<file path="config.mk">
export PLATFORM = sky130hd
export DESIGN_NAME = aat_sum
export DESIGN_NICKNAME = d
export VERILOG_FILES = /design/src/rtl/core/aat_pkg.sv /design/src/rtl/core/aat_sum.sv
export VERILOG_INCLUDE_DIRS = /design/src /design/src/rtl/core
export SDC_FILE = /design/constraint.sdc
export NUM_CORES = 2
export LEC_CHECK = 0
export BUFFER_PORTS_ARGS = -buffer_cell sky130_fd_sc_hd__buf_4
export CORE_AREA = 2 2 366 368
export DETAILED_ROUTE_END_ITERATION = 16
export DIE_AREA = 0 0 368 370
export PLACE_DENSITY = 0.67
export SETUP_SLACK_MARGIN = 0.15
export SYNTH_ARGS = -nofsm -noshare
export SYNTH_HDL_FRONTEND = slang
export SYNTH_SLANG_ARGS = --single-unit
</file>
<file path="constraint.sdc">
create_clock -name aclk -period 22.1 [get_ports aclk]
set_clock_uncertainty 0.2 [all_clocks]
set_input_delay 2.21 -clock aclk [delete_from_list [all_inputs] [get_ports aclk]]
set_output_delay 2.21 -clock aclk [all_outputs]
set_load 0.005 [all_outputs]
</file>
<file path="src/rtl/core/assert_macros.svh">
// Assertion helpers shared by the core. Each use stands on a line of its own.
`ifndef ASSERT_MACROS_SVH
`define ASSERT_MACROS_SVH

// The consequent must hold in the same cycle as the antecedent.
`define AAT_ASSERT_SAME(label, clk, rst_n, ante, cons) \
    label: assert property (@(posedge clk) disable iff (!rst_n) (ante) |-> (cons)) \
        else $error("aat: same-cycle check failed");

// The consequent must hold in the cycle after the antecedent.
`define AAT_ASSERT_NEXT(label, clk, rst_n, ante, cons) \
    label: assert property (@(posedge clk) disable iff (!rst_n) (ante) |=> (cons)) \
        else $error("aat: next-cycle check failed");

`endif

</file>
<file path="src/rtl/core/aat_pkg.sv">
package aat_pkg;

    localparam int AXES           = 3;
    localparam int COORD_WIDTH    = 32;
    localparam int COEF_WIDTH     = 20;
    localparam int FRAC_BITS      = 16;
    localparam int SHIFT_WIDTH    = 32;
    localparam int ROW_WIDTH      = AXES * COEF_WIDTH;
    localparam int FULL_WIDTH     = COORD_WIDTH + COEF_WIDTH;
    localparam int PROD_WIDTH     = FULL_WIDTH - FRAC_BITS;
    // Three products and the translation are summed without loss.
    localparam int SUM_WIDTH      = ((PROD_WIDTH > SHIFT_WIDTH) ? PROD_WIDTH : SHIFT_WIDTH) + 2;
    localparam int CFG_ADDR_WIDTH = 3;
    localparam int CFG_DATA_WIDTH = 64;
    localparam int TDATA_WIDTH    = ((2 * AXES * COORD_WIDTH + 7) / 8) * 8;

    typedef logic signed [COORD_WIDTH-1:0] coord_t;
    typedef logic signed [COEF_WIDTH-1:0]  coef_t;
    typedef logic signed [PROD_WIDTH-1:0]  prod_t;
    typedef logic signed [SUM_WIDTH-1:0]   sum_t;
    typedef logic signed [SHIFT_WIDTH-1:0] shift_t;
    typedef logic signed [FULL_WIDTH-1:0]  full_t;
    typedef logic [ROW_WIDTH-1:0]          row_t;

    localparam coef_t  COEF_ONE  = coef_t'(1 << FRAC_BITS);
    localparam coord_t COORD_MAX = {1'b0, {(COORD_WIDTH-1){1'b1}}};
    localparam coord_t COORD_MIN = {1'b1, {(COORD_WIDTH-1){1'b0}}};

    typedef enum logic [CFG_ADDR_WIDTH-1:0] {
        CFG_ROW_X    = 3'd0,
        CFG_ROW_Y    = 3'd1,
        CFG_ROW_Z    = 3'd2,
        CFG_SHIFT_XY = 3'd3,
        CFG_SHIFT_Z  = 3'd4
    } cfg_reg_t;

    // A zero coefficient counts as non-positive and takes the swapped corners.
    function automatic logic coef_positive(coef_t c);
        return !c[COEF_WIDTH-1] && (c != '0);
    endfunction

endpackage

</file>
<file path="src/rtl/core/aat_sum.sv">
`include "assert_macros.svh"

module aat_sum (
    input  logic            aclk,
    input  logic            aresetn,
    input  logic            in_valid,
    output logic            in_ready,
    input  aat_pkg::prod_t  prod_lo [aat_pkg::AXES][aat_pkg::AXES],
    input  aat_pkg::prod_t  prod_hi [aat_pkg::AXES][aat_pkg::AXES],
    input  aat_pkg::shift_t shift   [aat_pkg::AXES],
    output logic            out_valid,
    input  logic            out_ready,
    output aat_pkg::coord_t out_min [aat_pkg::AXES],
    output aat_pkg::coord_t out_max [aat_pkg::AXES],
    output logic            saturated
);

    localparam int PEXT = aat_pkg::SUM_WIDTH - aat_pkg::PROD_WIDTH;
    localparam int SEXT = aat_pkg::SUM_WIDTH - aat_pkg::SHIFT_WIDTH;
    localparam int HEAD = aat_pkg::SUM_WIDTH - aat_pkg::COORD_WIDTH + 1;

    logic            valid_a_reg;
    logic            valid_b_reg;
    logic            ready_b;
    aat_pkg::sum_t   pa_lo_reg [aat_pkg::AXES];
    aat_pkg::sum_t   pb_lo_reg [aat_pkg::AXES];
    aat_pkg::sum_t   pa_hi_reg [aat_pkg::AXES];
    aat_pkg::sum_t   pb_hi_reg [aat_pkg::AXES];
    aat_pkg::sum_t   pa_lo_next [aat_pkg::AXES];
    aat_pkg::sum_t   pb_lo_next [aat_pkg::AXES];
    aat_pkg::sum_t   pa_hi_next [aat_pkg::AXES];
    aat_pkg::sum_t   pb_hi_next [aat_pkg::AXES];
    aat_pkg::sum_t   sum_lo [aat_pkg::AXES];
    aat_pkg::sum_t   sum_hi [aat_pkg::AXES];
    logic [aat_pkg::AXES-1:0] ovf_lo;
    logic [aat_pkg::AXES-1:0] ovf_hi;
    aat_pkg::coord_t out_min_next [aat_pkg::AXES];
    aat_pkg::coord_t out_max_next [aat_pkg::AXES];
    aat_pkg::coord_t out_min_reg  [aat_pkg::AXES];
    aat_pkg::coord_t out_max_reg  [aat_pkg::AXES];
    logic            sat_reg;
    logic            at_bound;

    assign ready_b  = !valid_b_reg || out_ready;
    assign in_ready = !valid_a_reg || ready_b;

    // First adder stage: two partial sums per output corner.
    always_comb begin
        for (int j = 0; j < aat_pkg::AXES; j++) begin
            pa_lo_next[j] = {{PEXT{prod_lo[0][j][aat_pkg::PROD_WIDTH-1]}}, prod_lo[0][j]}
                          + {{PEXT{prod_lo[1][j][aat_pkg::PROD_WIDTH-1]}}, prod_lo[1][j]};
            pb_lo_next[j] = {{PEXT{prod_lo[2][j][aat_pkg::PROD_WIDTH-1]}}, prod_lo[2][j]}
                          + {{SEXT{shift[j][aat_pkg::SHIFT_WIDTH-1]}}, shift[j]};
            pa_hi_next[j] = {{PEXT{prod_hi[0][j][aat_pkg::PROD_WIDTH-1]}}, prod_hi[0][j]}
                          + {{PEXT{prod_hi[1][j][aat_pkg::PROD_WIDTH-1]}}, prod_hi[1][j]};
            pb_hi_next[j] = {{PEXT{prod_hi[2][j][aat_pkg::PROD_WIDTH-1]}}, prod_hi[2][j]}
                          + {{SEXT{shift[j][aat_pkg::SHIFT_WIDTH-1]}}, shift[j]};
        end
    end

    // Second stage: final sum and clamp. The sum fits the coordinate when all of
    // its bits from the coordinate's sign bit upwards agree.
    always_comb begin
        for (int j = 0; j < aat_pkg::AXES; j++) begin
            sum_lo[j] = pa_lo_reg[j] + pb_lo_reg[j];
            sum_hi[j] = pa_hi_reg[j] + pb_hi_reg[j];
            ovf_lo[j] = (|sum_lo[j][aat_pkg::SUM_WIDTH-1 -: HEAD])
                     && !(&sum_lo[j][aat_pkg::SUM_WIDTH-1 -: HEAD]);
            ovf_hi[j] = (|sum_hi[j][aat_pkg::SUM_WIDTH-1 -: HEAD])
                     && !(&sum_hi[j][aat_pkg::SUM_WIDTH-1 -: HEAD]);
            if (ovf_lo[j]) begin
                out_min_next[j] = sum_lo[j][aat_pkg::SUM_WIDTH-1] ? aat_pkg::COORD_MIN
                                                                  : aat_pkg::COORD_MAX;
            end else begin
                out_min_next[j] = sum_lo[j][aat_pkg::COORD_WIDTH-1:0];
            end
            if (ovf_hi[j]) begin
                out_max_next[j] = sum_hi[j][aat_pkg::SUM_WIDTH-1] ? aat_pkg::COORD_MIN
                                                                  : aat_pkg::COORD_MAX;
            end else begin
                out_max_next[j] = sum_hi[j][aat_pkg::COORD_WIDTH-1:0];
            end
        end
    end

    always_ff @(posedge aclk) begin
        if (!aresetn) begin
            valid_a_reg <= 1'b0;
            valid_b_reg <= 1'b0;
        end else begin
            if (in_ready) begin
                valid_a_reg <= in_valid;
            end
            if (ready_b) begin
                valid_b_reg <= valid_a_reg;
            end
        end
    end

    always_ff @(posedge aclk) begin
        if (in_valid && in_ready) begin
            pa_lo_reg <= pa_lo_next;
            pb_lo_reg <= pb_lo_next;
            pa_hi_reg <= pa_hi_next;
            pb_hi_reg <= pb_hi_next;
        end
        if (valid_a_reg && ready_b) begin
            out_min_reg <= out_min_next;
            out_max_reg <= out_max_next;
            sat_reg     <= |{ovf_lo, ovf_hi};
        end
    end

    always_comb begin
        at_bound = 1'b0;
        for (int j = 0; j < aat_pkg::AXES; j++) begin
            if (out_min_reg[j] == aat_pkg::COORD_MAX || out_min_reg[j] == aat_pkg::COORD_MIN
                || out_max_reg[j] == aat_pkg::COORD_MAX
                || out_max_reg[j] == aat_pkg::COORD_MIN) begin
                at_bound = 1'b1;
            end
        end
    end

    assign out_valid = valid_b_reg;
    assign out_min   = out_min_reg;
    assign out_max   = out_max_reg;
    assign saturated = sat_reg;

    // A clamped result must show at least one coordinate pinned to a range limit.
    `AAT_ASSERT_SAME(a_sum_sat_bound, aclk, aresetn, valid_b_reg && sat_reg, at_bound)
    // The partial-sum stage only moves on into an empty or draining output stage.
    `AAT_ASSERT_NEXT(a_sum_advance, aclk, aresetn, valid_a_reg && ready_b, valid_b_reg)

endmodule

</file>
======== Yosys cells after proc, flatten, opt, wreduce, memory -nomap -nowiden ========
Cells that the tools add are included.
storage, ports and cells
  bits in registers ....................... 651
  input port bits ......................... 748
  output and inout port bits .............. 195
cells by class
  add/subtract/negate cells ............... 18
  mux-type cells .......................... 12
  reduce and logical (&&, ||, !) cells .... 31
operator list
  operator                 count
  two-way mux 32 bit       12
  adder 38 bit             6
  adder 36 x 32 -> 37 bit  6
  adder 36 x 36 -> 37 bit  6
  AND reduction 7 bit      6
  OR reduction 7 bit       6
  logical AND 1 bit        8
  logical NOT 1 bit        8
  OR reduction 6 bit       1
  logical OR 1 bit         2

======== Logic depth before layout (Yosys ltp) ========
  depth after elaboration ................. 5
  depth in mapped cells ................... 17

======== Least setup slack after synthesis ========
No wires, ideal clock.
  path type ............................... input to register
  from .................................... in out_ready
  to ...................................... reg pa_hi_reg[0] in the netlist's numbering (enable)
  library setup time ...................... 864 ps
  data arrival time ....................... 12380 ps
  setup slack ............................. 8657 ps
  cell stages on the path ................. 3
  path buffers ............................ 0
  cells stage by stage .................... nor2b_1 nand2_1 and2_1
between the ends
  longest elaborated chain between the ends .. 3
ends and longest elaborated chain
  element                 RTL line        text
  start: declaration      aat_sum.sv:12   input logic out_ready,
  logical OR 1 bit        aat_sum.sv:44   assign ready_b = !valid_b_reg || out_ready;
  logical OR 1 bit        aat_sum.sv:45   assign in_ready = !valid_a_reg || ready_b;
  named net in_ready      aat_sum.sv:7    output logic in_ready,
  logical AND 1 bit       aat_sum.sv:101  if (in_valid && in_ready) begin
  end signal: assignment  aat_sum.sv:104  pa_hi_reg <= pa_hi_next;
  end: declaration        aat_sum.sv:27   aat_pkg::sum_t pa_hi_reg [aat_pkg::AXES];
The timed path passes the listed nets, and every way through them passes these cells.
A chain may end at the register's enable or synchronous reset.

==> metrics.txt <==
Die W=between 300 and 400 um; part of the cycle the worst path needs=around a quarter; Met3 Wirelength=13.3 mm; Iter 0 DRT Violations=approximately 3500; Final Setup Violations=0; Post-Route WL=185 mm; total grt overflow=0; hold wc startpoint=valid_a_reg$_SDFFE_PN0N_; CP Capture Type=register; Yosys warning count=0; Post-synth EDFFs=approximately 640; drt drc=0; global-route wire length before repair=271 mm; Rows=134; setup bufs post-CTS=0; # IOs=943; DR pass1 iterations=6; root buf cell=clkbuf_16; CTS tree=done; routed vias/inst=roughly 5.6; ys async rst share=0%; critical path's largest stage delay=between 0.5 and 0.6 ns; Placement Cell Area=~0.06 mm2; Vias=~46000; Synth Cell Area=approximately 0.052 mm2; antenna violations before repair=around 50; Worst-path clk slew=0.06 ns; Final GP Congestion=a little under 1; CTS H-Tree Depth=3; Final Hold Fails=0; VDD IR-drop max=around 0.066 mV; vias in the first global route=between 40000 and 50000; Top FF cell, synth=edfxtp_1; slew at the pin with the worst max-slew slack=between 1 and 1.5 ns; global-route usage over all layers=26.1%; Critical Path RT=22.32 ns; Die Ht=roughly 370 um; core area=~0.13 mm2; post-layout minimum cycle time=~5.8 ns; # resized after CTS=0; status=completed; Mapped Cells=roughly 5400; Netlist cell types=99; Inserted Clock Buffers=79; share of cells above drive strength 1=around 18%; Area growth syn-to-layout=22.9%; Avg Synthesized Cell Area=~9.7 um2; FF+latch count, synth=between 600 and 700; maximum buffer depth of the clock tree=3; DR WL met2=88.6 mm; Crit-path slowest cell=a221oi_1; Hold Path Depth=1; placed instance count=7997; Syn Nets=between 6000 and 7000; Fillers=between 10000 and 15000; crit path cell chain=buf_4, ha_1, a21o_1, a21oi_1, nor2b_1, o311ai_1, a21boi_1, a221oi_1, o31a_1, o21ai_1, or4_1, a311oi_1, o21ai_1, xor2_1; Final Instance Count excl. Fillers=~8000; Min-Delay Path Class=register to register; Top Metal Used=met5; Port Buffers=942; met1 wire length=roughly 75 mm; routed len/inst=22.6 um; CTS sink cnt=639; CP Launch Type=input pin; RSZ-0062 raised after global routing=false; relative slew slack=roughly 28%; RR Startpoint=pa_hi_reg[38]$_DFFE_PP_; clk_lat worst skew=around 0.68 ns; Reg2Reg Setup Slack=approximately 17 ns; Power, Total=about 5000 uW; max_cap viols=0; final net count=approximately 7700; Antenna Nets Post-Route=0; Crit Path Max Fanout=3; Crit Path Category=input pin to register; Design Area, Final=roughly 0.064 mm2; die area=~0.14 mm2; PD cells=roughly 80 mW/mm2; CP most frequent cell=o21ai_1; Starting Density=39.3%; largest net degree at the start of global routing=roughly 180; Slew Viols, Final=0; hpwl dp=between 150 and 200 mm; worst reg2reg path endpoint=out_max[47]$_DFFE_PP_; cell leakage power=0.0277 uW; cts hold-fix bufs=0; Fin Hold WS=about 0.33 ns; sequential share of the synthesized area=36.8%; R2R depth=15; Endpoint, Worst Hold=out_valid$_SDFFE_PN0P_; most frequent cells in the layout=buf_4 (953), ha_1 (654), edfxtp_1 (637); CP arrival=just under 6 ns; FMAX=0.174 GHz; commonest non-fill, non-tap cell in the layout=buf_4; total negative slack=0 ns
[metrics by stage]
stage | setup slack (ns) | utilization [%]
floorplan | 8.66 | -
global placement | 15.75 | 46.2
detailed placement | 15.67 | 46.2
CTS | 16.42 | 48.3
global route | 16.06 | 48.3
finish | 16.35 | 48.4
[routing by layer]
layer,GRT usage (%),vias to the layer above
met5,0,-
met4,11.3,34
met1,31.7,21783
li1,-,22212
met2,44.6,1591
met3,5.50,326
[area by class of cell]
class                           instances  area, um2  share of cell area (%)
Sequential cell                       639      19200                    29.9
Inverter                              222        833                    1.30
Tap cell                             1768       2210                    3.45
Clock buffer                           92       2070                    3.23
Antenna cell                           26       65.1                   0.102
Timing Repair Buffer                  955       7190                    11.2
Clock inverter                         54        728                    1.14
Multi-Input combinational cell       4413      31800                    49.6
[cell families after synthesis]
kind of cell	after synthesis	share of synthesized area, %
xor+xnor	539	9.06
fa+ha+maj	672	16.4
mux	10	0.216
buf+inv	301	2.28
simple gates	1325	12.4
flops	639	36.8
compound gates	1867	22.8
[worst max path at each step]
stage	from	end	slack (ns)	depth (start not counted)
after global routing	prod_lo[108]	pa_lo_reg[34]$_DFFE_PP_	16.06	16
final	prod_lo[1]	pb_lo_reg[35]$_DFFE_PP_	16.35	14
after CTS	prod_lo[1]	pb_lo_reg[35]$_DFFE_PP_	16.42	14
after detailed placement	prod_lo[1]	pb_lo_reg[35]$_DFFE_PP_	15.67	14
after global placement	prod_lo[108]	pa_lo_reg[34]$_DFFE_PP_	15.75	16
after floorplan	out_ready	pa_hi_reg[0]$_DFFE_PP_	8.66	3
[synth_stat cells, drive strengths merged (22+ instances only)]
| library cell | number | area (um2) |
|---|---|---|
| nor2b | 84 | 526 |
| a21boi | 29 | 218 |
| a31oi | 67 | 425 |
| o21bai | 75 | 574 |
| and3 | 62 | 389 |
| nand4 | 52 | 325 |
| nor3 | 91 | 455 |
| clkbuf | 61 | 250 |
| inv | 222 | 833 |
| a21o | 324 | 2430 |
| o31ai | 31 | 233 |
| or3 | 25 | 163 |
| nand3 | 118 | 596 |
| o21ai | 452 | 2260 |
| o211ai | 37 | 283 |
| a21oi | 513 | 2570 |
| nand2 | 294 | 1110 |
| nor4 | 22 | 144 |
| o21a | 94 | 706 |
| nand2b | 85 | 532 |
| nor2 | 380 | 1430 |
| xnor2 | 371 | 3250 |
| edfxtp | 637 | 19100 |
| a211oi | 48 | 360 |
| xor2 | 168 | 1470 |
| and2 | 39 | 245 |
| ha | 654 | 8180 |
[power by group]
group / internal, uW / switching [uW]
logic: 859 / 1170
clock network: 854 / 563
registers: 1590 / 89.4
[critical path, delay by kind of cell]
family	cells	cell delay (ns)
AOI/OAI and AO/OA	9	2.65
and+or+nand+nor	2	0.54
adders and majority gates	1	0.28
xor gates and xnor gates	1	0.15
buffers and inverters	1	0.12
No activity file was read; power rests on OpenSTA's default activity.
