## config.mk

```make
export PLATFORM = sky130hd
export DESIGN_NAME = aat_opsel
export DESIGN_NICKNAME = d
export VERILOG_FILES = /design/src/rtl/core/assert_macros.svh /design/src/rtl/core/aat_pkg.sv /design/src/rtl/core/aat_opsel.sv
export SDC_FILE = /design/constraint.sdc
export NUM_CORES = 1
export LEC_CHECK = 0
export BUFFER_PORTS_ARGS = -buffer_cell sky130_fd_sc_hd__clkbuf_2
export CAP_MARGIN = 20
export CORE_AREA = 2 2 372 374
export CTS_CLUSTER_SIZE = 8
export DETAILED_ROUTE_END_ITERATION = 10
export DIE_AREA = 0 0 374 376
export PLACE_DENSITY = 0.39
export SYNTH_ARGS = -nofsm -noshare
export SYNTH_HDL_FRONTEND = slang
export SYNTH_SLANG_ARGS = --single-unit
```

## constraint.sdc

```tcl
create_clock -name aclk -period 25.1 [get_ports aclk]
set_input_delay 1.255 -clock aclk [delete_from_list [all_inputs] [get_ports aclk]]
set_output_delay 1.255 -clock aclk [all_outputs]
set_load 0.05 [all_outputs]
```

## src/rtl/core/assert_macros.svh

```systemverilog
// Assertion helpers shared by the core. Each use stands on a line of its own.
`ifndef ASSERT_MACROS_SVH
`define ASSERT_MACROS_SVH

// The consequent must hold in the same cycle as the antecedent.
`define AAT_ASSERT_SAME(label, clk, rst_n, ante, cons) \
    label: assert property (@(posedge clk) disable iff (!rst_n) (ante) |-> (cons)) \
        else $error("aat: same-cycle check failed");

// The consequent must hold in the cycle after the antecedent.
`define AAT_ASSERT_NEXT(label, clk, rst_n, ante, cons) \
    label: assert property (@(posedge clk) disable iff (!rst_n) (ante) |=> (cons)) \
        else $error("aat: next-cycle check failed");

`endif

```

## src/rtl/core/aat_pkg.sv

```systemverilog
package aat_pkg;

    localparam int AXES           = 3;
    localparam int COORD_WIDTH    = 32;
    localparam int COEF_WIDTH     = 20;
    localparam int FRAC_BITS      = 16;
    localparam int SHIFT_WIDTH    = 32;
    localparam int ROW_WIDTH      = AXES * COEF_WIDTH;
    localparam int FULL_WIDTH     = COORD_WIDTH + COEF_WIDTH;
    localparam int PROD_WIDTH     = FULL_WIDTH - FRAC_BITS;
    // Three products and the translation are summed without loss.
    localparam int SUM_WIDTH      = ((PROD_WIDTH > SHIFT_WIDTH) ? PROD_WIDTH : SHIFT_WIDTH) + 2;
    localparam int CFG_ADDR_WIDTH = 3;
    localparam int CFG_DATA_WIDTH = 64;
    localparam int TDATA_WIDTH    = ((2 * AXES * COORD_WIDTH + 7) / 8) * 8;

    typedef logic signed [COORD_WIDTH-1:0] coord_t;
    typedef logic signed [COEF_WIDTH-1:0]  coef_t;
    typedef logic signed [PROD_WIDTH-1:0]  prod_t;
    typedef logic signed [SUM_WIDTH-1:0]   sum_t;
    typedef logic signed [SHIFT_WIDTH-1:0] shift_t;
    typedef logic signed [FULL_WIDTH-1:0]  full_t;
    typedef logic [ROW_WIDTH-1:0]          row_t;

    localparam coef_t  COEF_ONE  = coef_t'(1 << FRAC_BITS);
    localparam coord_t COORD_MAX = {1'b0, {(COORD_WIDTH-1){1'b1}}};
    localparam coord_t COORD_MIN = {1'b1, {(COORD_WIDTH-1){1'b0}}};

    typedef enum logic [CFG_ADDR_WIDTH-1:0] {
        CFG_ROW_X    = 3'd0,
        CFG_ROW_Y    = 3'd1,
        CFG_ROW_Z    = 3'd2,
        CFG_SHIFT_XY = 3'd3,
        CFG_SHIFT_Z  = 3'd4
    } cfg_reg_t;

    // A zero coefficient counts as non-positive and takes the swapped corners.
    function automatic logic coef_positive(coef_t c);
        return !c[COEF_WIDTH-1] && (c != '0);
    endfunction

endpackage

```

## src/rtl/core/aat_opsel.sv

```systemverilog
module aat_opsel (
    input  logic           aclk,
    input  logic           aresetn,
    input  logic           in_valid,
    output logic           in_ready,
    input  aat_pkg::coord_t box_min [aat_pkg::AXES],
    input  aat_pkg::coord_t box_max [aat_pkg::AXES],
    input  aat_pkg::coef_t  coef    [aat_pkg::AXES][aat_pkg::AXES],
    output logic           out_valid,
    input  logic           out_ready,
    output aat_pkg::coord_t lo_op   [aat_pkg::AXES][aat_pkg::AXES],
    output aat_pkg::coord_t hi_op   [aat_pkg::AXES][aat_pkg::AXES]
);

    logic            valid_reg;
    aat_pkg::coord_t lo_op_reg  [aat_pkg::AXES][aat_pkg::AXES];
    aat_pkg::coord_t hi_op_reg  [aat_pkg::AXES][aat_pkg::AXES];
    aat_pkg::coord_t lo_op_next [aat_pkg::AXES][aat_pkg::AXES];
    aat_pkg::coord_t hi_op_next [aat_pkg::AXES][aat_pkg::AXES];

    assign in_ready = !valid_reg || out_ready;

    // Index order is [input axis][output axis].
    always_comb begin
        for (int i = 0; i < aat_pkg::AXES; i++) begin
            for (int j = 0; j < aat_pkg::AXES; j++) begin
                if (aat_pkg::coef_positive(coef[i][j])) begin
                    lo_op_next[i][j] = box_min[i];
                    hi_op_next[i][j] = box_max[i];
                end else begin
                    lo_op_next[i][j] = box_max[i];
                    hi_op_next[i][j] = box_min[i];
                end
            end
        end
    end

    always_ff @(posedge aclk) begin
        if (!aresetn) begin
            valid_reg <= 1'b0;
        end else if (in_ready) begin
            valid_reg <= in_valid;
        end
    end

    always_ff @(posedge aclk) begin
        if (in_valid && in_ready) begin
            lo_op_reg <= lo_op_next;
            hi_op_reg <= hi_op_next;
        end
    end

    assign out_valid = valid_reg;
    assign lo_op     = lo_op_reg;
    assign hi_op     = hi_op_reg;

endmodule

```

; ---- Word level (Yosys, flattened, before mapping)
; Index checks and enable logic that the tools add are counted.
[classes]
n_addsub = 0
n_mul = 0
bitwise = 0
n_mux = 18
order_cmp = 0
n_shift = 0
div_mod_pow = 0
n_eq_ne = 0
reduce_logical = 30
[ops]
columns = cell, count
row1 = 2-to-1 mux 32 bit, 18
row2 = nonzero test 20 bit, 9
row3 = logical AND 1 bit, 10
row4 = logical NOT 1 bit, 10
row5 = logical OR 1 bit, 1
[word_totals]
mem_count = 0
out_inout_bits = 578
ramBits = 0
mem_bits_ro = 0
word_cells = 67
regBits = 577
latchBits = 0

; ---- Longest topological paths before layout
; Gate-level depths: netlist of the first run.
[depth]
ltp_word = 3
ltp_mapped = 5
ltp_nobuf = 4

; ---- Worst setup path after synthesis of the first run
; No wires, ideal clock.
[synth_timing]
kind = input to register
from = input port out_ready
to = register hi_op_reg, in the netlist hi_op[0] (enable)
arrival_time_ns = 14.732
setup_slack_ns = 9.354
t_required_ns = 24.086
cell_stages = 2
n_path_buf = 0
cell_sequence = nand2b_1 -> and2_1
[synth_via]
elab_chain_cells = 2
[synth_lines]
columns = item, line_no
row1 = "start, declared", aat_opsel.sv:10  ; input logic out_ready,
row2 = logical OR 1 bit, aat_opsel.sv:21  ; assign in_ready = !valid_reg || out_ready;
row3 = logical AND 1 bit, aat_opsel.sv:47  ; if (in_valid && in_ready) begin
row4 = "end signal, assigned", aat_opsel.sv:49  ; hi_op_reg <= hi_op_next;
row5 = "end, declared", aat_opsel.sv:17  ; aat_pkg::coord_t hi_op_reg [aat_pkg::AXES][aat_pkg::AXES];
; Every way passes these cells.
; A chain may end at the register's enable or synchronous reset.

; ---- Final worst setup path of the first run
[layout_timing]
from = input port out_ready
to = register hi_op_reg, in the netlist hi_op[229] (enable)
; Same word-level chain as after synthesis.

==> impl_metrics.py, run 1 <==
metrics = {
    "detailed_routing": {
        "wire_per_inst_um": 22.6,
        "dr.first_iter.drc_count": 875,
        "drtPass1Iterations": 4,
        "via_per_inst": 3.89,
        "drc_errors": 0,
        "wl_mm": 92.6,
        "num_vias": 15900,
        "final_antenna_net_count": 0,
    },
    "die": {
        "start_util_pct": 18.5,
        "die_x_um": 374,
        "core_um2": 137000,
        "die_h_um": 376,
        "design.die.area_um2": 141000,
        "io_pins": 954,
        "row_count": 136,
    },
    "sta": {
        "slew_violations": 0,
        "finalHoldViolations": 0,
        "worst_pin_slew_ps": 1070,
        "final.setup_skew_ps": 25.2,
        "slew-limit-headroom_pct": 28.6,
        "clock.fmax_mhz": 181,
        "rsz0062_at_grt": "false",
        "setup_viol_count_final": 0,
        "period_needed_ps": 5540,
        "setup_tns_ps": 0,
        "fin_crit_sh_pct": 22.1,
    },
    "critical_path": {
        "cp_max_fo": 74,
        "worst_ep_required_time_ps": 25380,
        "r2r_slack_ps": 19940,
        "arrival_ps": 5820,
        "cpMostUsedCell": "buf_4",
        "crit_path_end_kind": "flop",
        "slowest_delay_ps": 820,
        "crit_path_cell_trace": "clkbuf_2, nand2b_1, and2_4, buf_4, buf_4, buf_4, buf_4",
        "cp_slowest_cell": "buf_4",
        "worstSetupStartpointType": "input pin",
        "crit_type": "in -> reg",
    },
    "finish": {
        "synthToLayoutAreaGrowth_pct": 35.2,
        "final_cell_mix": "clkbuf_2, edfxtp_1, mux2_2",
        "layout-drive-gt1-share_pct": 69.9,
        "nFillCells": 14300,
        "finalNetCount": 2653,
        "final_common_cell": "clkbuf_2",
    },
    "clock_tree": {
        "numCtsBuffers": 84,
        "cts_setup_buffers": 0,
        "worstSkewPairLatency_ps": 670,
        "hold_buffers": 0,
        "h-tree-depth": 3,
        "cts_tree": "built",
        "post_cts_resized": 0,
        "clk_pin_slew_ps": 50,
        "cts-root-buf": "clkbuf_16",
        "clockBufferDepth": 3,
        "clock_sinks": 577,
    },
    "run_status": {
        "status": "complete, no violations",
    },
    "power": {
        "power_w": 0.00271,
        "max-vdd-ir-drop_mv": 0.0411,
        "leakagePower_nw": 13.3,
        "p_per_area_nw_per_um2": 79.6,
    },
    "logic_synthesis": {
        "synth_fp_nets": 1650,
        "avgSynthCellArea_um2": 19.8,
        "ys_seq_area_share_pct": 68.7,
        "synth_warnings": 0,
        "synth.cell_area_um2": 25200,
        "ys_ff_latch": 577,
        "synthDistinctLibCells": 15,
        "synthCells": 1274,
    },
    "min_path": {
        "hold_class": "reg -> reg",
    },
    "global_routing": {
        "grt_start_max_net_pins": 75,
        "track_usage_pct": 12.6,
        "grt_pass1_wl_mm": 128,
        "antenna_found_initial": 13,
        "grt_pass1_vias": 17300,
        "gr-total-overflow": 0,
    },
    "placement": {
        "hpwl_mm": 68.9,
        "gp_congestion": 0.878,
        "io_buffers": 953,
    },
    "job": {
        "max-cap-violations": 0,
    },
}
[path summary, 6_finish.rpt]
kind | startpoint | endpoint | depth (start not counted)
setup / recovery | out_ready | hi_op[229] | 7
hold / removal | out_valid | out_valid | 2
setup reg to reg | out_valid | hi_op[229] | 6
hold reg to reg | out_valid | out_valid | 2
[cell usage after synthesis]
cell	count	area, um2
a21boi_0	1	7.51
a31oi_4	9	191
and2_1	1	6.26
and3_1	9	56.3
buf_6	54	608
dfxtp_1	1	20.0
edfxtp_1	576	17300
inv_1	1	3.75
mux2_1	68	766
mux2_2	468	5270
mux2_4	40	601
nand2b_1	1	6.26
nor3_1	9	45.0
nor4_1	18	113
nor4_2	18	225
[per-stage QoR]
step           hold slack [ps]  cell area (um2)  worst slack [ps]  std cells  util, %
2_1_floorplan             1150            25200              9350       1274        -
3_3_place_gp               570            31800             19010       3985     23.2
3_5_place_dp               561            31800             18860       3985     23.2
4_1_cts                    565            34100             19610       4086     24.9
5_1_grt                    588            34100             19250       4090     24.9
6_report                   555            34100             19560       4092     24.9
[kinds of logic after synthesis]
kind of cell / count (synthesis) / share of synthesized area, %
and+or+nand+nor: 56 / 1.79
muxes: 576 / 26.3
DFF: 577 / 68.7
AOI/OAI and AO/OA: 10 / 0.789
buffers and inverters: 55 / 2.43
[metal layers]
layer | wire length, um | part of all wire (%) | track usage [%] | up-vias
met3 | 8930 | 9.6 | 5.57 | 151
met4 | 3420 | 3.7 | 5.53 | 8
li1 | - | - | - | 7145
met2 | 47200 | 51 | 22.4 | 677
met5 | 56 | 0.060 | 0 | -
met1 | 33000 | 36 | 12.8 | 7939
[critical path: cells and delay by family]
kind / cells / cell delay, ps
and+or+nand+nor: 2 / 920
buffers and inverters: 5 / 3260
[cell type report]
cell class	instances	area, um2	share of cell area (%)
flip-flops and latches	577	17300	50.8
multi-input cells	642	7290	21.4
repair buffers	971	4900	14.4
well taps	1794	2240	6.58
clock buffers	91	2150	6.31
clock inverters	10	164	0.481
diodes	6	15.0	0.0440
inverters	1	3.75	0.0110
[where the power goes]
group	switching, W	internal (W)	total [W]	leakage, nW
logic	0.000373	0.000130	0.000503	6.61
registers	0.0000218	0.00115	0.00117	5.58
clock network	0.000426	0.000612	0.00104	1.12
total	0.000821	0.00189	0.00271	13.3
No activity file was read; power rests on OpenSTA's default activity.
==> inputs of run 2 (changes only) <==
--- a/config.mk
+++ b/config.mk
@@ -11,7 +11,7 @@
 export CTS_CLUSTER_SIZE = 8
 export DETAILED_ROUTE_END_ITERATION = 10
 export DIE_AREA = 0 0 374 376
-export PLACE_DENSITY = 0.39
+export PLACE_DENSITY = 0.4
 export SYNTH_ARGS = -nofsm -noshare
 export SYNTH_HDL_FRONTEND = slang
 export SYNTH_SLANG_ARGS = --single-unit
==> constraint.sdc (replaced) <==
create_clock -name aclk -period 5 [get_ports aclk]
set_input_delay 0.25 -clock aclk [delete_from_list [all_inputs] [get_ports aclk]]
set_output_delay 0.25 -clock aclk [all_outputs]
set_load 0.05 [all_outputs]
==> run 2 against run 1 <==
Critical endpoint is now lo_op[283]. Count of clock-buffer cells in the layout increased by 7. Final area increased by 8.4%. Sequential power increased to 5.0 times the previous value. Routed wire length increased by 2.6%. Setup slack got worse by 17000 ps. Die area unchanged. Critical path type unchanged. Clock skew increased by 22 ps. Largest cell class unchanged. Cell count increased by 7.0%. Largest power group unchanged. Via count increased by 7.3%. Total power increased to 5.1 times the previous value. Core utilization increased by 2.1 points. Worst hold slack got worse by 480 ps.
==> impl_metrics.py, run 2 (same netlist as run 1, synthesis figures left out) <==
metrics = {
    "detailed_routing": {
        "final_antenna_net_count": 0,
        "drc_errors": 0,
        "dr.first_iter.drc_count": 674,
        "wl_mm": 95.1,
        "drtPass1Iterations": 6,
        "via_per_inst": 3.90,
        "wire_per_inst_um": 21.7,
        "num_vias": 17100,
    },
    "sta": {
        "clock.fmax_mhz": 351,
        "final.setup_skew_ps": 47.5,
        "finalHoldViolations": 0,
        "worst_pin_slew_ps": 1050,
        "setup_viol_count_final": 0,
        "slew-limit-headroom_pct": 29.8,
        "period_needed_ps": 2850,
        "fin_crit_sh_pct": 57.0,
        "rsz0062_at_grt": "false",
        "slew_violations": 0,
    },
    "critical_path": {
        "cp_max_fo": 62,
        "crit_type": "in -> reg",
        "worst_ep_required_time_ps": 5400,
        "crit_path_cell_trace": "clkbuf_2, nor4_1, and3_1, a31oi_4, buf_4, mux2_1, dlygate4sd3_1",
        "r2r_slack_ps": 2810,
        "crit_buf_inv": 3,
        "arrival_ps": 3260,
        "slowest_delay_ps": 830,
        "worstSetupStartpointType": "input pin",
        "crit_path_end_kind": "flop",
        "cp_slowest_cell": "nor4_1",
        "crit_family": "simple AND/OR/NAND/NOR gates",
    },
    "clock_tree": {
        "post_cts_resized": 0,
        "cts_tree": "built",
        "numCtsBuffers": 83,
        "cts-root-buf": "clkbuf_16",
        "cts_setup_buffers": 0,
        "h-tree-depth": 3,
        "worstSkewPairLatency_ps": 670,
        "hold_buffers": 271,
        "clockBufferDepth": 3,
        "clk_pin_slew_ps": 50,
        "clock_sinks": 577,
    },
    "die": {
        "design.die.area_um2": 141000,
        "start_util_pct": 18.5,
        "die_h_um": 376,
        "io_pins": 954,
        "core_um2": 137000,
        "die_x_um": 374,
        "row_count": 136,
    },
    "finish": {
        "fin_util_pct": 27.1,
        "synthToLayoutAreaGrowth_pct": 46.6,
        "final_cell_mix": "clkbuf_2, edfxtp_1, mux2_2",
        "finalNetCount": 2931,
        "layout-drive-gt1-share_pct": 62.4,
        "final_common_cell": "clkbuf_2",
    },
    "power": {
        "power_w": 0.0138,
        "p_per_area_nw_per_um2": 373,
        "max-vdd-ir-drop_mv": 0.236,
        "leakagePower_nw": 14.5,
    },
    "min_path": {
        "hold_class": "in -> reg",
    },
    "placement": {
        "io_buffers": 953,
        "hpwl_mm": 70.0,
        "gp_congestion": 0.856,
    },
    "global_routing": {
        "gr-total-overflow": 0,
        "grt_pass1_vias": 18600,
        "track_usage_pct": 13.0,
        "grt_pass1_wl_mm": 133,
        "grt_start_max_net_pins": 127,
        "antenna_found_initial": 8,
    },
    "job": {
        "max-cap-violations": 0,
    },
    "run_status": {
        "status": "complete, no violations",
    },
}
==> run 2: layout make-up <==
cell class                      instances  area, um2
Multi-Input combinational cell        642       7300
Sequential cell                       577      17300
Clock inverter                         10        174
Inverter                                1       3.75
Clock buffer                           98       2130
Tap cell                             1794       2240
Fill cell                           14100      99700
Antenna cell                            7       17.5
Timing Repair Buffer                 1250       7780
==> run 2: routing by layer <==
metal	track usage, %	vias up	routed length, um
li1	-	7707	-
met1	13.9	8549	35400
met2	23.7	669	49400
met3	3.95	153	6530
met4	5.76	0	3790
met5	0	-	0
==> run 2: worst register-to-register path, stage by stage (launching register included) <==
cell and delay [ps]:
dfxtp_4 350, nand2b_4 60, and2_4 590, buf_12 680
==> run 2: worst paths after layout <==
kind	from	end	cells past startpoint
worst max-delay path	coef[172]	lo_op[283]	7
worst min-delay path	box_max[0]	lo_op[64]	2
worst max register to register	out_valid	hi_op[217]	3
worst min register to register	out_valid	lo_op[27]	2
==> run 2: metrics by stage <==
step	TNS, ps	std cells	area (um2)	setup slack, ps	hold WS, ps
floorplan	-39780	1274	25200	-69.1	378
global placement	0	3992	31900	2020	479
detailed placement	0	3993	31900	1990	479
CTS	0	4372	37000	2180	9.13
global route	0	4375	37000	2150	38.0
finish	0	4379	37000	2150	77.2
==> run 2: power breakdown <==
part	total, W	internal, W	switching, W	leakage (nW)
Combinational	0.00276	0.000828	0.00193	7.82
Sequential	0.00588	0.00577	0.000107	5.58
Clock	0.00516	0.00300	0.00216	1.11
Total	0.0138	0.00959	0.00420	14.5
==> inputs of run 3 (changes only) <==
--- a/config.mk
+++ b/config.mk
@@ -5,12 +5,13 @@
 export SDC_FILE = /design/constraint.sdc
 export NUM_CORES = 1
 export LEC_CHECK = 0
+export ABC_AREA = 1
 export BUFFER_PORTS_ARGS = -buffer_cell sky130_fd_sc_hd__clkbuf_2
 export CAP_MARGIN = 20
-export CORE_AREA = 2 2 372 374
+export CORE_AREA = 2 2 374 376
 export CTS_CLUSTER_SIZE = 8
 export DETAILED_ROUTE_END_ITERATION = 10
-export DIE_AREA = 0 0 374 376
+export DIE_AREA = 0 0 376 378
 export PLACE_DENSITY = 0.4
 export SYNTH_ARGS = -nofsm -noshare
 export SYNTH_HDL_FRONTEND = slang
==> constraint.sdc (replaced) <==
create_clock -name aclk -period 2.9 [get_ports aclk]
set_input_delay 0.145 -clock aclk [delete_from_list [all_inputs] [get_ports aclk]]
set_output_delay 0.145 -clock aclk [all_outputs]
set_load 0.05 [all_outputs]
==> run 3 against run 2 <==
Non-clock buffer count increased by 52. Sequential power grew 73%. Via count grew 43%. Sequential share of layout area down 1.6 points. Largest power group unchanged.
==> impl_metrics.py, run 3 <==
metrics = {
    "detailed_routing": {
        "wl_met1_mm": 47.6,
        "wl_mm": 116,
        "drtPass1Iterations": 8,
        "wire_per_inst_um": 20.3,
        "route.met2.wl_mm": 55.2,
        "highest_layer": "met4",
        "num_vias": 24400,
        "drc_errors": 0,
        "wl_met3_mm": 8.79,
        "dr.first_iter.drc_count": 1897,
        "final_antenna_net_count": 0,
        "via_per_inst": 4.28,
    },
    "die": {
        "core_um2": 139000,
        "row_count": 137,
        "die_x_um": 376,
        "die_h_um": 378,
        "design.die.area_um2": 142000,
        "start_util_pct": 19.5,
        "io_pins": 954,
    },
    "power": {
        "max-vdd-ir-drop_mv": 0.401,
        "swShare_pct": 32.5,
        "internal_power_w": 0.0163,
        "power.share.clock_pct": 37.2,
        "power_frac_comb_pct": 20.9,
        "p_per_area_nw_per_um2": 632,
        "power.switching_w": 0.00786,
        "p_seq_share_pct": 41.9,
        "leakagePower_nw": 17.7,
    },
    "clock_tree": {
        "cts_setup_buffers": 0,
        "clk_pin_slew_ps": 50,
        "worstSkewPairLatency_ps": 670,
        "h-tree-depth": 3,
        "numCtsBuffers": 83,
        "cts_tree": "built",
        "clockBufferDepth": 3,
        "cts-root-buf": "clkbuf_16",
        "clock_sinks": 577,
    },
    "critical_path": {
        "r2r-start": "out_valid",
        "cp_slowest_cell": "dlygate4sd3_1",
        "r2r_end": "lo_op[110]",
        "cp_max_fo": 19,
        "crit_path_cell_trace": "dlygate4sd3_1, clkbuf_2, inv_2, nand2_4, buf_4, nand2_1, nand2_1, dlygate4sd3_1",
        "crit_type": "in -> reg",
        "worstSetupStartpointType": "input pin",
        "arrival_ps": 2290,
        "slowest_delay_ps": 540,
        "r2r_slack_ps": 1050,
        "crit_path_end_kind": "flop",
        "worst_ep_required_time_ps": 3310,
        "worstRegToRegCells": 3,
    },
    "logic_synthesis": {
        "synth_warnings": 0,
        "avgSynthCellArea_um2": 10.1,
        "synth_edf_count": 576,
        "ys_seq_area_share_pct": 64.2,
        "ys_async_sr_fraction_pct": 0,
        "synthTopCellsByCount": "nand2_1, edfxtp_1, nand3_1, buf_6, nor2_1",
        "yosysMostFrequentCell": "nand2_1",
        "synth_fp_nets": 3046,
        "synth-main-ff-cell": "edfxtp_1",
        "yosysTopAreaCellShare_pct": 64.2,
        "synth.cell_area_um2": 27000,
        "synthCells": 2670,
        "synthDistinctLibCells": 17,
        "synth.area.top_cells": "edfxtp_1, nand2_1, nand3_1",
        "ys_ff_latch": 577,
        "synth_top_cell_by_area": "edfxtp_1",
    },
    "placement": {
        "io_buffers": 953,
        "gp_congestion": 0.902,
        "hpwl_mm": 78.6,
        "placed_cell_area_um2": 33100,
    },
    "sta": {
        "final.setup_skew_ps": 47.1,
        "setup_tns_ps": 0,
        "finalHoldViolations": 0,
        "clock.fmax_mhz": 532,
        "period_needed_ps": 1880,
        "worst_pin_slew_ps": 947,
        "slew_violations": 0,
        "fin_crit_sh_pct": 64.8,
        "setup_viol_count_final": 0,
        "slew-limit-headroom_pct": 36.8,
        "rsz0062_at_grt": "false",
    },
    "finish": {
        "layout-drive-gt1-share_pct": 29.1,
        "finalNetCount": 4253,
        "synthToLayoutAreaGrowth_pct": 42.0,
        "final_cell_mix": "nand2_1, clkbuf_2, nand3_1, edfxtp_1, dlygate4sd3_1",
        "final_common_cell": "nand2_1",
        "nFillCells": 14800,
        "final_cell_area_um2": 38300,
        "fin_util_pct": 27.6,
    },
    "global_routing": {
        "grt_pass1_wl_mm": 166,
        "gr-total-overflow": 0,
        "grt_pass1_vias": 23500,
        "antenna_found_initial": 3,
        "track_usage_pct": 15.6,
        "grt_start_max_net_pins": 91,
    },
    "min_path": {
        "whs_endpoint": "lo_op[138]",
        "whs_path_depth": 4,
        "hold_start": "out_ready",
        "hold_class": "in -> reg",
    },
    "run_status": {
        "status": "complete, no violations",
    },
    "job": {
        "max-cap-violations": 0,
    },
}
run 3: cell types whose count changed after synthesis, moves of 19 or more:
cell     change
mux2_1      -68
buf_1       +36
nand2_1   +1189
buf_2       +25
mux2_2     -468
nand3_1    +576
buf_6       +61
inv_1       +19
mux2_4      -40
nor2_1      +97
run 3: worst max-delay path: cells and delay by family:
kind	cells	cell delay, ps
buf+inv	5	1730
simple gates	3	380
run 3: kinds of logic after synthesis:
logic type / Yosys count / synth area share [%]
buffers and inverters: 200 / 6.13
AOI/OAI and AO/OA: 2 / 0.0464
DFF: 577 / 64.2
and+or+nand+nor: 1891 / 29.6
run 3: power by group through the flow:
stage / logic [W] / registers [W] / clock network [W]
final: 0.00505 / 0.0102 / 0.00900
after global routing: 0.00536 / 0.0102 / 0.00960
after CTS: 0.00509 / 0.0102 / 0.00933
after detailed placement: 0.00471 / 0.0103 / 0
after global placement: 0.00470 / 0.0103 / 0
after floorplan: 0.00105 / 0.0125 / 0
run 3: what timing repair did:
action / 4_1_cts / 5_1_grt
hold buffers: 294 / 0
gates resized for setup: 0 / 0
endpoints found under the hold margin: 578 / 0
run 3: area by class of cell:
cell class	instances	area [um2]	area share [%]
antenna	3	7.51	0.0196
sequential	577	17300	45.2
inverter	20	75.1	0.196
multi-input combinational	1893	8010	20.9
tap	1807	2260	5.91
clock buffer	90	2100	5.50
clock inverter	9	164	0.428
timing repair buffer	1302	8340	21.8
run 3: worst max path at each step:
| stage | from | end | slack (ps) |
|---|---|---|---|
| after floorplan | out_ready | hi_op[0] | -7430 |
| after global placement | out_valid | lo_op[115] | 990 |
| after detailed placement | out_valid | lo_op[142] | 990 |
| after CTS | out_valid | lo_op[110] | 1000 |
| after global routing | out_valid | lo_op[116] | 950 |
| final | coef[19] | hi_op[17] | 1020 |
run 3: metal layers:
| metal | vias up | GRT usage [%] |
|---|---|---|
| li1 | 11400 | - |
| met1 | 11900 | 19.4 |
| met2 | 911 | 25.6 |
| met3 | 170 | 4.32 |
| met4 | 0 | 6.08 |
| met5 | - | 0 |
run 3: through the flow:
step	std cells	power [W]	setup WS, ps	hold WS [ps]
after global placement	5305	0.0150	991	376
after floorplan	2670	0.0135	-7430	291
after global routing	5699	0.0252	953	96.7
after detailed placement	5305	0.0150	986	379
final	5701	0.0242	1020	121
after CTS	5698	0.0246	1000	35.1
